File: config.mk
export PLATFORM = sky130hd
export DESIGN_NAME = tlca_ctrl
export DESIGN_NICKNAME = d
export VERILOG_FILES = /design/src/rtl/tlca_pkg.sv /design/src/rtl/tlca_ctrl.sv
export SDC_FILE = /design/constraint.sdc
export NUM_CORES = 1
export LEC_CHECK = 0
export BUFFER_PORTS_ARGS = -buffer_cell sky130_fd_sc_hd__buf_2
export CAP_MARGIN = 20
export CORE_UTILIZATION = 25
export DETAILED_ROUTE_END_ITERATION = 8
export HOLD_SLACK_MARGIN = 0.05
export PLACE_DENSITY = 0.47
export SYNTH_ARGS = -nofsm -noshare
export SYNTH_HDL_FRONTEND = slang
export SYNTH_SLANG_ARGS = --single-unit
File: constraint.sdc
create_clock -name clock -period 1.7 [get_ports clock]
set_input_delay 0.17 -clock clock [delete_from_list [all_inputs] [get_ports clock]]
set_output_delay 0.17 -clock clock [all_outputs]
set_load 0.02 [all_outputs]
File: src/rtl/tlca_pkg.sv
// Shared types and constants for the binary-lifting LCA engine.
// Item and result structs, controller states, command and status bundles.
// No dependencies.
package tlca_pkg;

   localparam int NODE_W         = 10;
   localparam int DEPTH_W        = 10;
   localparam int KIND_W         = 2;
   localparam int DEF_MAX_NODES  = 1024;
   localparam int DEF_LOG_LEVELS = 10;

   localparam logic [KIND_W-1:0] KIND_LOAD  = 2'd0;
   localparam logic [KIND_W-1:0] KIND_BUILD = 2'd1;
   localparam logic [KIND_W-1:0] KIND_QUERY = 2'd2;

   typedef struct packed {
      logic [KIND_W-1:0]  kind;
      logic [NODE_W-1:0]  node;
      logic [NODE_W-1:0]  parent;
      logic [DEPTH_W-1:0] depth;
      logic [NODE_W-1:0]  other_node;
   } req_type;

   typedef struct packed {
      logic [NODE_W-1:0] ancestor;
      logic              done_res;
      logic              error;
   } rsp_type;

   typedef enum logic [4:0] {
      ST_IDLE,
      ST_DECODE,
      ST_LOAD,
      ST_BINIT,
      ST_BRD0,
      ST_BRD1,
      ST_BWR,
      ST_QDA,
      ST_QDB,
      ST_QDIFF,
      ST_LIFT,
      ST_LIFT_UP,
      ST_MEET,
      ST_JUMP_RD,
      ST_JUMP_UP,
      ST_FIN_RD,
      ST_FIN_UP,
      ST_DONE
   } state_type;

   typedef struct packed {
      logic item_load;
      logic res_clear;
      logic res_err;
      logic res_done;
      logic tbl_wr;
      logic bld_init;
      logic bld_rd0;
      logic bld_rd1;
      logic bld_wr;
      logic rd_depth_a;
      logic rd_depth_b;
      logic q_diff;
      logic lift_rd;
      logic lift_up;
      logic meet_res;
      logic jump_init;
      logic jump_rd;
      logic jump_up;
      logic fin_rd;
      logic fin_up;
      logic rsp_load;
   } cmd_type;

   typedef struct packed {
      logic [KIND_W-1:0] kind;
      logic              load_ok;
      logic              query_ok;
      logic              bld_last;
      logic              diff_zero;
      logic              ab_equal;
      logic              jump_last;
      logic              rsp_free;
   } sts_type;

endpackage

File: src/rtl/tlca_ctrl.sv
// Sequencer for the LCA engine: load, table build and query walks.
// Drives tlca_dpath through cmd_type and reads back sts_type.
// Depends on tlca_pkg.
module tlca_ctrl (
   input  logic              clock,
   input  logic              reset,
   input  logic              req_valid,
   output logic              req_ready,
   input  tlca_pkg::sts_type sts,
   output tlca_pkg::cmd_type cmd
);
   import tlca_pkg::*;

   state_type state_ff;
   state_type state_in;

   always_ff @(posedge clock) begin
      if (reset) begin
         state_ff <= ST_IDLE;
      end else begin
         state_ff <= state_in;
      end
   end

   // next state
   always_comb begin
      state_in = state_ff;
      case (state_ff)
         ST_IDLE: begin
            if (req_valid) state_in = ST_DECODE;
         end
         ST_DECODE: begin
            case (sts.kind)
               KIND_LOAD:  state_in = sts.load_ok ? ST_LOAD : ST_DONE;
               KIND_BUILD: state_in = ST_BINIT;
               KIND_QUERY: state_in = sts.query_ok ? ST_QDA : ST_DONE;
               default:    state_in = ST_DONE;
            endcase
         end
         ST_LOAD:    state_in = ST_DONE;
         ST_BINIT:   state_in = ST_BRD0;
         ST_BRD0:    state_in = ST_BRD1;
         ST_BRD1:    state_in = ST_BWR;
         ST_BWR:     state_in = sts.bld_last ? ST_DONE : ST_BRD0;
         ST_QDA:     state_in = ST_QDB;
         ST_QDB:     state_in = ST_QDIFF;
         ST_QDIFF:   state_in = ST_LIFT;
         ST_LIFT:    state_in = sts.diff_zero ? ST_MEET : ST_LIFT_UP;
         ST_LIFT_UP: state_in = ST_LIFT;
         ST_MEET:    state_in = sts.ab_equal ? ST_DONE : ST_JUMP_RD;
         ST_JUMP_RD: state_in = ST_JUMP_UP;
         ST_JUMP_UP: state_in = sts.jump_last ? ST_FIN_RD : ST_JUMP_RD;
         ST_FIN_RD:  state_in = ST_FIN_UP;
         ST_FIN_UP:  state_in = ST_DONE;
         ST_DONE: begin
            if (sts.rsp_free) state_in = ST_IDLE;
         end
         default:    state_in = ST_IDLE;
      endcase
   end

   // commands
   always_comb begin
      cmd       = '0;
      req_ready = 1'b0;
      case (state_ff)
         ST_IDLE: begin
            req_ready     = 1'b1;
            cmd.item_load = req_valid;
         end
         ST_DECODE: begin
            cmd.res_clear = 1'b1;
            case (sts.kind)
               KIND_LOAD:  cmd.res_err = !sts.load_ok;
               KIND_QUERY: cmd.res_err = !sts.query_ok;
               default:    cmd.res_err = 1'b0;
            endcase
         end
         ST_LOAD: begin
            cmd.tbl_wr   = 1'b1;
            cmd.res_done = 1'b1;
         end
         ST_BINIT:   cmd.bld_init = 1'b1;
         ST_BRD0:    cmd.bld_rd0 = 1'b1;
         ST_BRD1:    cmd.bld_rd1 = 1'b1;
         ST_BWR: begin
            cmd.bld_wr   = 1'b1;
            cmd.res_done = sts.bld_last;
         end
         ST_QDA:     cmd.rd_depth_a = 1'b1;
         ST_QDB:     cmd.rd_depth_b = 1'b1;
         ST_QDIFF:   cmd.q_diff = 1'b1;
         ST_LIFT:    cmd.lift_rd = !sts.diff_zero;
         ST_LIFT_UP: cmd.lift_up = 1'b1;
         ST_MEET: begin
            cmd.meet_res  = sts.ab_equal;
            cmd.jump_init = !sts.ab_equal;
         end
         ST_JUMP_RD: cmd.jump_rd = 1'b1;
         ST_JUMP_UP: cmd.jump_up = 1'b1;
         ST_FIN_RD:  cmd.fin_rd = 1'b1;
         ST_FIN_UP:  cmd.fin_up = 1'b1;
         ST_DONE:    cmd.rsp_load = sts.rsp_free;
         default:    cmd = '0;
      endcase
   end

   a_accept_decode: assert property (@(posedge clock) disable iff (reset)
      req_valid && req_ready |=> state_ff == ST_DECODE)
      else $error("accepted item did not move to decode");

   a_done_holds: assert property (@(posedge clock) disable iff (reset)
      state_ff == ST_DONE && !sts.rsp_free |=> state_ff == ST_DONE)
      else $error("left done while the result slot was full");

   a_res_exclusive: assert property (@(posedge clock) disable iff (reset)
      $onehot0({cmd.res_err, cmd.res_done, cmd.meet_res, cmd.fin_up}))
      else $error("conflicting result updates");

endmodule

==> impl_metrics.tcl, run 1 <==
set metrics [dict create \
    hp-class "input pin to flip-flop" \
    crit_arrival_ps 1440 \
    netlist_area_um2 748 \
    worstPathMaxFanout 15 \
    ir_drop_uv 307 \
    place_area_um2 961 \
    p_leak_nw 0.489 \
    antenna_found_initial 0 \
    final_common_cell "buf_2" \
    fin_crit_ps 1610 \
    synthCells 101 \
    p_switching_w 0.000304 \
    worstSetupPathType "flip-flop to output pin" \
    ys_warn_count 0 \
    cap_violations 0 \
    yosysSeqAreaShare_pct 13.4 \
    drc 4 \
    whs_ps 154 \
    violations "DRC" \
    fp.dieW_um 56.7 \
    synth_edf_count 0 \
    power_frac_seq_pct 26.1 \
    ant_nets 0 \
    n_antenna_cell 0 \
    grt_max_degree 16 \
    grtUsageTotal_pct 14.0 \
    root_buffer "clkbuf_4" \
    vias 897 \
    coreArea_um2 2810 \
    die_area_um2 3220 \
    start_util_pct 26.7 \
    die_height_um 56.7 \
    yosysUniqueCellTypes 40 \
    drt_iter0_drc 26 \
    numCtsBuffers 3 \
    crit_path_end_kind "output pin" \
    post-route-util_pct 37.4 \
    final-hold-violation-count 0 \
    reg_top3 "state_ff (5)" \
    tns_ps 0 \
    clock_latency_ps 230 \
    p_int_w 0.000396 \
    num_rows 19 \
    port_buffers 33 \
    final_cell_mix "31 x buf_2, 13 x buf_4, 11 x nor2_1" \
    cts_tree "done" \
    fin_crit_sh_pct 94.8 \
    power_per_cell_area_nw_per_um2 667 \
    ys_ff_latch 5 \
    clk_pin_slew_worst_paths_ps 40 \
    drive_gt1_share_pct 43.7 \
    maxSlewHeadroom_pct 74.0 \
    reg2reg_slack_ps 390 \
    nets 159 \
    largest_reg_flops 5 \
    finClkSkew_ps 0.995 \
    htree_levels 1 \
    wl_um 2290 \
    viasPerCell 5.18 \
    io_pins 34 \
    p_sw_share_pct 43.4 \
    final_max_slew_viol_count 0 \
    place.gp.congestion 0.867 \
    grt_pass1_wl_um 3500 \
    pwr-share-comb_pct 54.8 \
    fin_area_um2 1050 \
    place.detailed.hpwl_um 1740 \
    crit_required_ps 1530 \
    tightest_slew_ps 380 \
    rsz0062_at_grt "no" \
    ys_async_sr_fraction_pct 0 \
    firstDrtPassIters 6 \
    ys.flop_type "dfxtp_1" \
    clock_sinks 5 \
    gr-total-overflow 0 \
    syn_avg_cell_area_um2 7.41 \
    fmax_ghz 0.621 \
    synth_nets 117 \
    start_kind "flip-flop" \
    status "finished with violations" \
    top_register "state_ff" \
    clockPowerShare_pct 19.1 \
    grt_pass1_vias 758 \
    syn_to_final_growth_pct 40.3 \
    wire_per_inst_um 13.3 \
    finalSetupViolations 0 \
    clockBufferDepth 2 \
]
## per-stage QoR
step,cells,worst slack [ps],total power (W)
finish,173,88.5,0.000701
detailed placement,166,132,0.000532
global route,173,4.52,0.000768
floorplan,101,87.9,0.000432
CTS,170,15.8,0.000677
global placement,166,160,0.000533
## what timing repair did
action | CTS | global route
gates cloned | 0 | 0
setup buffers | 0 | 3
endpoints found under the setup margin | 8 | 5
hold buffers | 0 | 0
pin swaps | 0 | 2
resized for setup | 4 | 10
## metal layers
metal	GRT usage [%]	up-vias	wire, um
met2	20.2	34	989
li1	-	458	-
met5	0	-	0
met1	20.1	405	1160
met4	2.14	0	0
met3	4.84	0	146
## worst max-delay path: stages, from the launching register on
cell and delay, ps:
dfxtp_4 400, or3_4 410, nor3_4 130, and2_1 140
buf_4 130
## kinds of logic (layout without fill, tap and decap cells)
kind of cell,after synthesis,count (layout),synth area share [%]
AND/OR/NAND/NOR,51,51,42.3
flip-flops,5,5,13.4
multiplexers,1,1,1.34
buffers and inverters,15,56,11.4
XOR/XNOR,1,1,1.17
AO/OA/AOI/OAI,24,24,23.7
adder cells (fa/ha/maj),4,4,6.69
## Yosys cell counts (2+ instances only)
library cell	number	area share (%)
nand4b_1	2	2.3
ha_1	4	6.7
inv_1	7	3.5
nand3_1	4	2.7
a2111oi_2	2	4.0
o21ai_0	2	1.3
nand2_1	4	2.0
nor4_1	4	3.3
nor4_2	2	3.3
a31oi_1	4	3.3
buf_6	2	3.0
or3_1	2	1.7
a21oi_1	6	4.0
nand2b_1	3	2.5
nor3_1	5	3.3
dfxtp_1	5	13
nor3b_1	2	2.0
nor2_1	11	5.5
buf_2	2	1.3
nor2b_1	6	5.0
buf_4	3	3.0
## cell type report
class | instances | area, um2
clock buffer | 4 | 26.3
fill | 323 | 1760
sequential | 5 | 113
multi-input combinational | 81 | 582
tap | 31 | 38.8
timing repair buffer | 45 | 264
inverter | 7 | 26.3
## path summary, 6_finish.rpt
check                   start          end  cells after the start
setup / recovery  state_ff[0]      cmd[20]                      4
hold / removal          reset  state_ff[4]                      2
setup reg to reg  state_ff[4]  state_ff[2]                      3
hold reg to reg   state_ff[4]  state_ff[3]                      1
## power by group through the flow
stage,clock network (W),registers [W],logic [W]
after floorplan,0,0.000157,0.000274
after global placement,0,0.000184,0.000349
after detailed placement,0,0.000185,0.000347
after CTS,0.000143,0.000185,0.000349
after global routing,0.000167,0.000187,0.000414
final,0.000134,0.000183,0.000384
No activity file was read; power rests on OpenSTA's default activity.
==> inputs of run 2 (changes only) <==
--- a/config.mk
+++ b/config.mk
@@ -11,6 +11,7 @@
 export DETAILED_ROUTE_END_ITERATION = 8
 export HOLD_SLACK_MARGIN = 0.05
 export PLACE_DENSITY = 0.47
+export REMOVE_ABC_BUFFERS = 1
 export SYNTH_ARGS = -nofsm -noshare
 export SYNTH_HDL_FRONTEND = slang
 export SYNTH_SLANG_ARGS = --single-unit
==> impl_metrics.tcl, run 2 (synthesis gave the netlist of run 1 again) <==
set metrics [dict create \
    hp-class "input pin to flip-flop" \
    htree_levels 1 \
    fp.dieW_um 56.7 \
    wl_um 2490 \
    grt_max_degree 16 \
    firstDrtPassIters 7 \
    clock_sinks 5 \
    final_max_slew_viol_count 0 \
    finalSetupViolations 0 \
    crit_arrival_ps 1480 \
    ff2ff_path_depth 3 \
    fin_area_um2 1060 \
    drive_gt1_share_pct 43.8 \
    cap_violations 0 \
    whs_ps 147 \
    clock_latency_ps 250 \
    port_buffers 33 \
    stdcell_count 177 \
    grtUsageTotal_pct 14.4 \
    clk_pin_slew_worst_paths_ps 60 \
    nets 163 \
    finClkSkew_ps 12.0 \
    n_antenna_cell 0 \
    tightest_slew_ps 433 \
    root_buffer "clkbuf_4" \
    fin_crit_sh_pct 97.2 \
    wire_per_inst_um 14.0 \
    crit_slowest_cell "dfxtp_2" \
    ir_drop_uv 364 \
    io_pins 34 \
    power_per_cell_area_nw_per_um2 687 \
    cts_tree "done" \
    multiInputGateArea_um2 568 \
    fmax_ghz 0.605 \
    final_cell_mix "32 x buf_2, 17 x buf_4, 11 x nor2_1" \
    drc 2 \
    vias 940 \
    worstSetupPathType "flip-flop to output pin" \
    antenna_found_initial 0 \
    grt_pass1_wl_um 3680 \
    violations "DRC" \
    die_area_um2 3220 \
    num_rows 19 \
    die_height_um 56.7 \
    viasPerCell 5.31 \
    placedCellCount 166 \
    reg_top3 "state_ff (5)" \
    grt_pass1_vias 793 \
    largest_reg_flops 5 \
    status "finished with violations" \
    cts-hold-fix-buffers 0 \
    final_common_cell "buf_2" \
    start_kind "flip-flop" \
    place_area_um2 961 \
    ant_nets 0 \
    gr-total-overflow 0 \
    place.detailed.hpwl_um 1830 \
    top_register "state_ff" \
    fill_cells 305 \
    crit_chain "nand2b_1 > nor2_1 > and3_1 > buf_2" \
    min_path_cells 2 \
    seq_area_um2 110 \
    crit_required_ps 1530 \
    start_util_pct 26.7 \
    worstPathMaxFanout 11 \
    maxSlewHeadroom_pct 70.4 \
    syn_to_final_growth_pct 41.3 \
    numCtsBuffers 3 \
    coreArea_um2 2810 \
    slowest_delay_ps 470 \
    place.gp.congestion 0.785 \
    crit_path_end_kind "output pin" \
    p_leak_nw 0.503 \
    drt_iter0_drc 23 \
    final-hold-violation-count 0 \
    clockBufferDepth 2 \
    fin_crit_ps 1650 \
]
[run 2: changes by cell type in the layout (fill, tap and decap cells not counted)]
| cell | change |
|---|---|
| nand3_1 | +1 |
| nand2b_1 | +1 |
| buf_2 | +1 |
| buf_4 | +4 |
| nor3_4 | -1 |
| nor3_2 | +1 |
| dfxtp_4 | -1 |
| dfxtp_2 | +1 |
| buf_6 | -1 |
| nand3_2 | -1 |
| nand2b_2 | -1 |
[run 2: final cells by class]
| cell class | count | share of cell area, % |
|---|---|---|
| Timing Repair Buffer | 49 | 27.2 |
| Tap cell | 31 | 3.67 |
| Clock buffer | 4 | 2.49 |
| Multi-Input combinational cell | 81 | 53.7 |
| Inverter | 7 | 2.49 |
| Sequential cell | 5 | 10.4 |
[run 2: through the flow]
stage               setup WS [ps]  TNS, ps  utilization (%)  total power (W)
finish                       46.9        0             37.7         0.000727
global route                -11.7    -11.7             37.7         0.000770
CTS                         0.678        0             35.4         0.000676
detailed placement            167        0             34.3         0.000528
global placement              156        0             34.3         0.000534
floorplan                   -57.2     -147                -         0.000401
[run 2: per-layer routing]
layer | vias up | routed length, um | GRT usage [%]
met5 | - | 0 | 0
met4 | 0 | 0 | 4.29
met3 | 0 | 81 | 3.00
met2 | 19 | 1180 | 20.6
met1 | 456 | 1230 | 21.4
li1 | 465 | - | -
[run 2: worst paths after layout]
| path | startpoint | to | slack, ps |
|---|---|---|---|
| setup / recovery | state_ff[4] | cmd[6] | 50 |
| hold / removal | reset | state_ff[1] | 150 |
| setup reg to reg | state_ff[4] | state_ff[2] | 290 |
| hold reg to reg | state_ff[4] | state_ff[3] | 590 |
[run 2: power by group]
part / total (W) / internal [W] / leakage (nW) / switching (W)
sequential: 0.000186 / 0.000135 / 0.0430 / 0.0000516
combinational: 0.000395 / 0.000184 / 0.445 / 0.000211
clock: 0.000145 / 0.0000893 / 0.0150 / 0.0000560
[run 2: critical path, delay by kind of cell (launching register included)]
family	cells	cell delay (ps)
buffers and inverters	1	160
flip-flops	1	470
AND/OR/NAND/NOR	3	600
[run 2: repair_timing]
action	in CTS	in global routing
gates cloned	0	0
hold endpoints to repair	0	0
endpoints found under the setup margin	4	2
resized for setup	4	4
pin swaps	1	1
buffers inserted	0	7
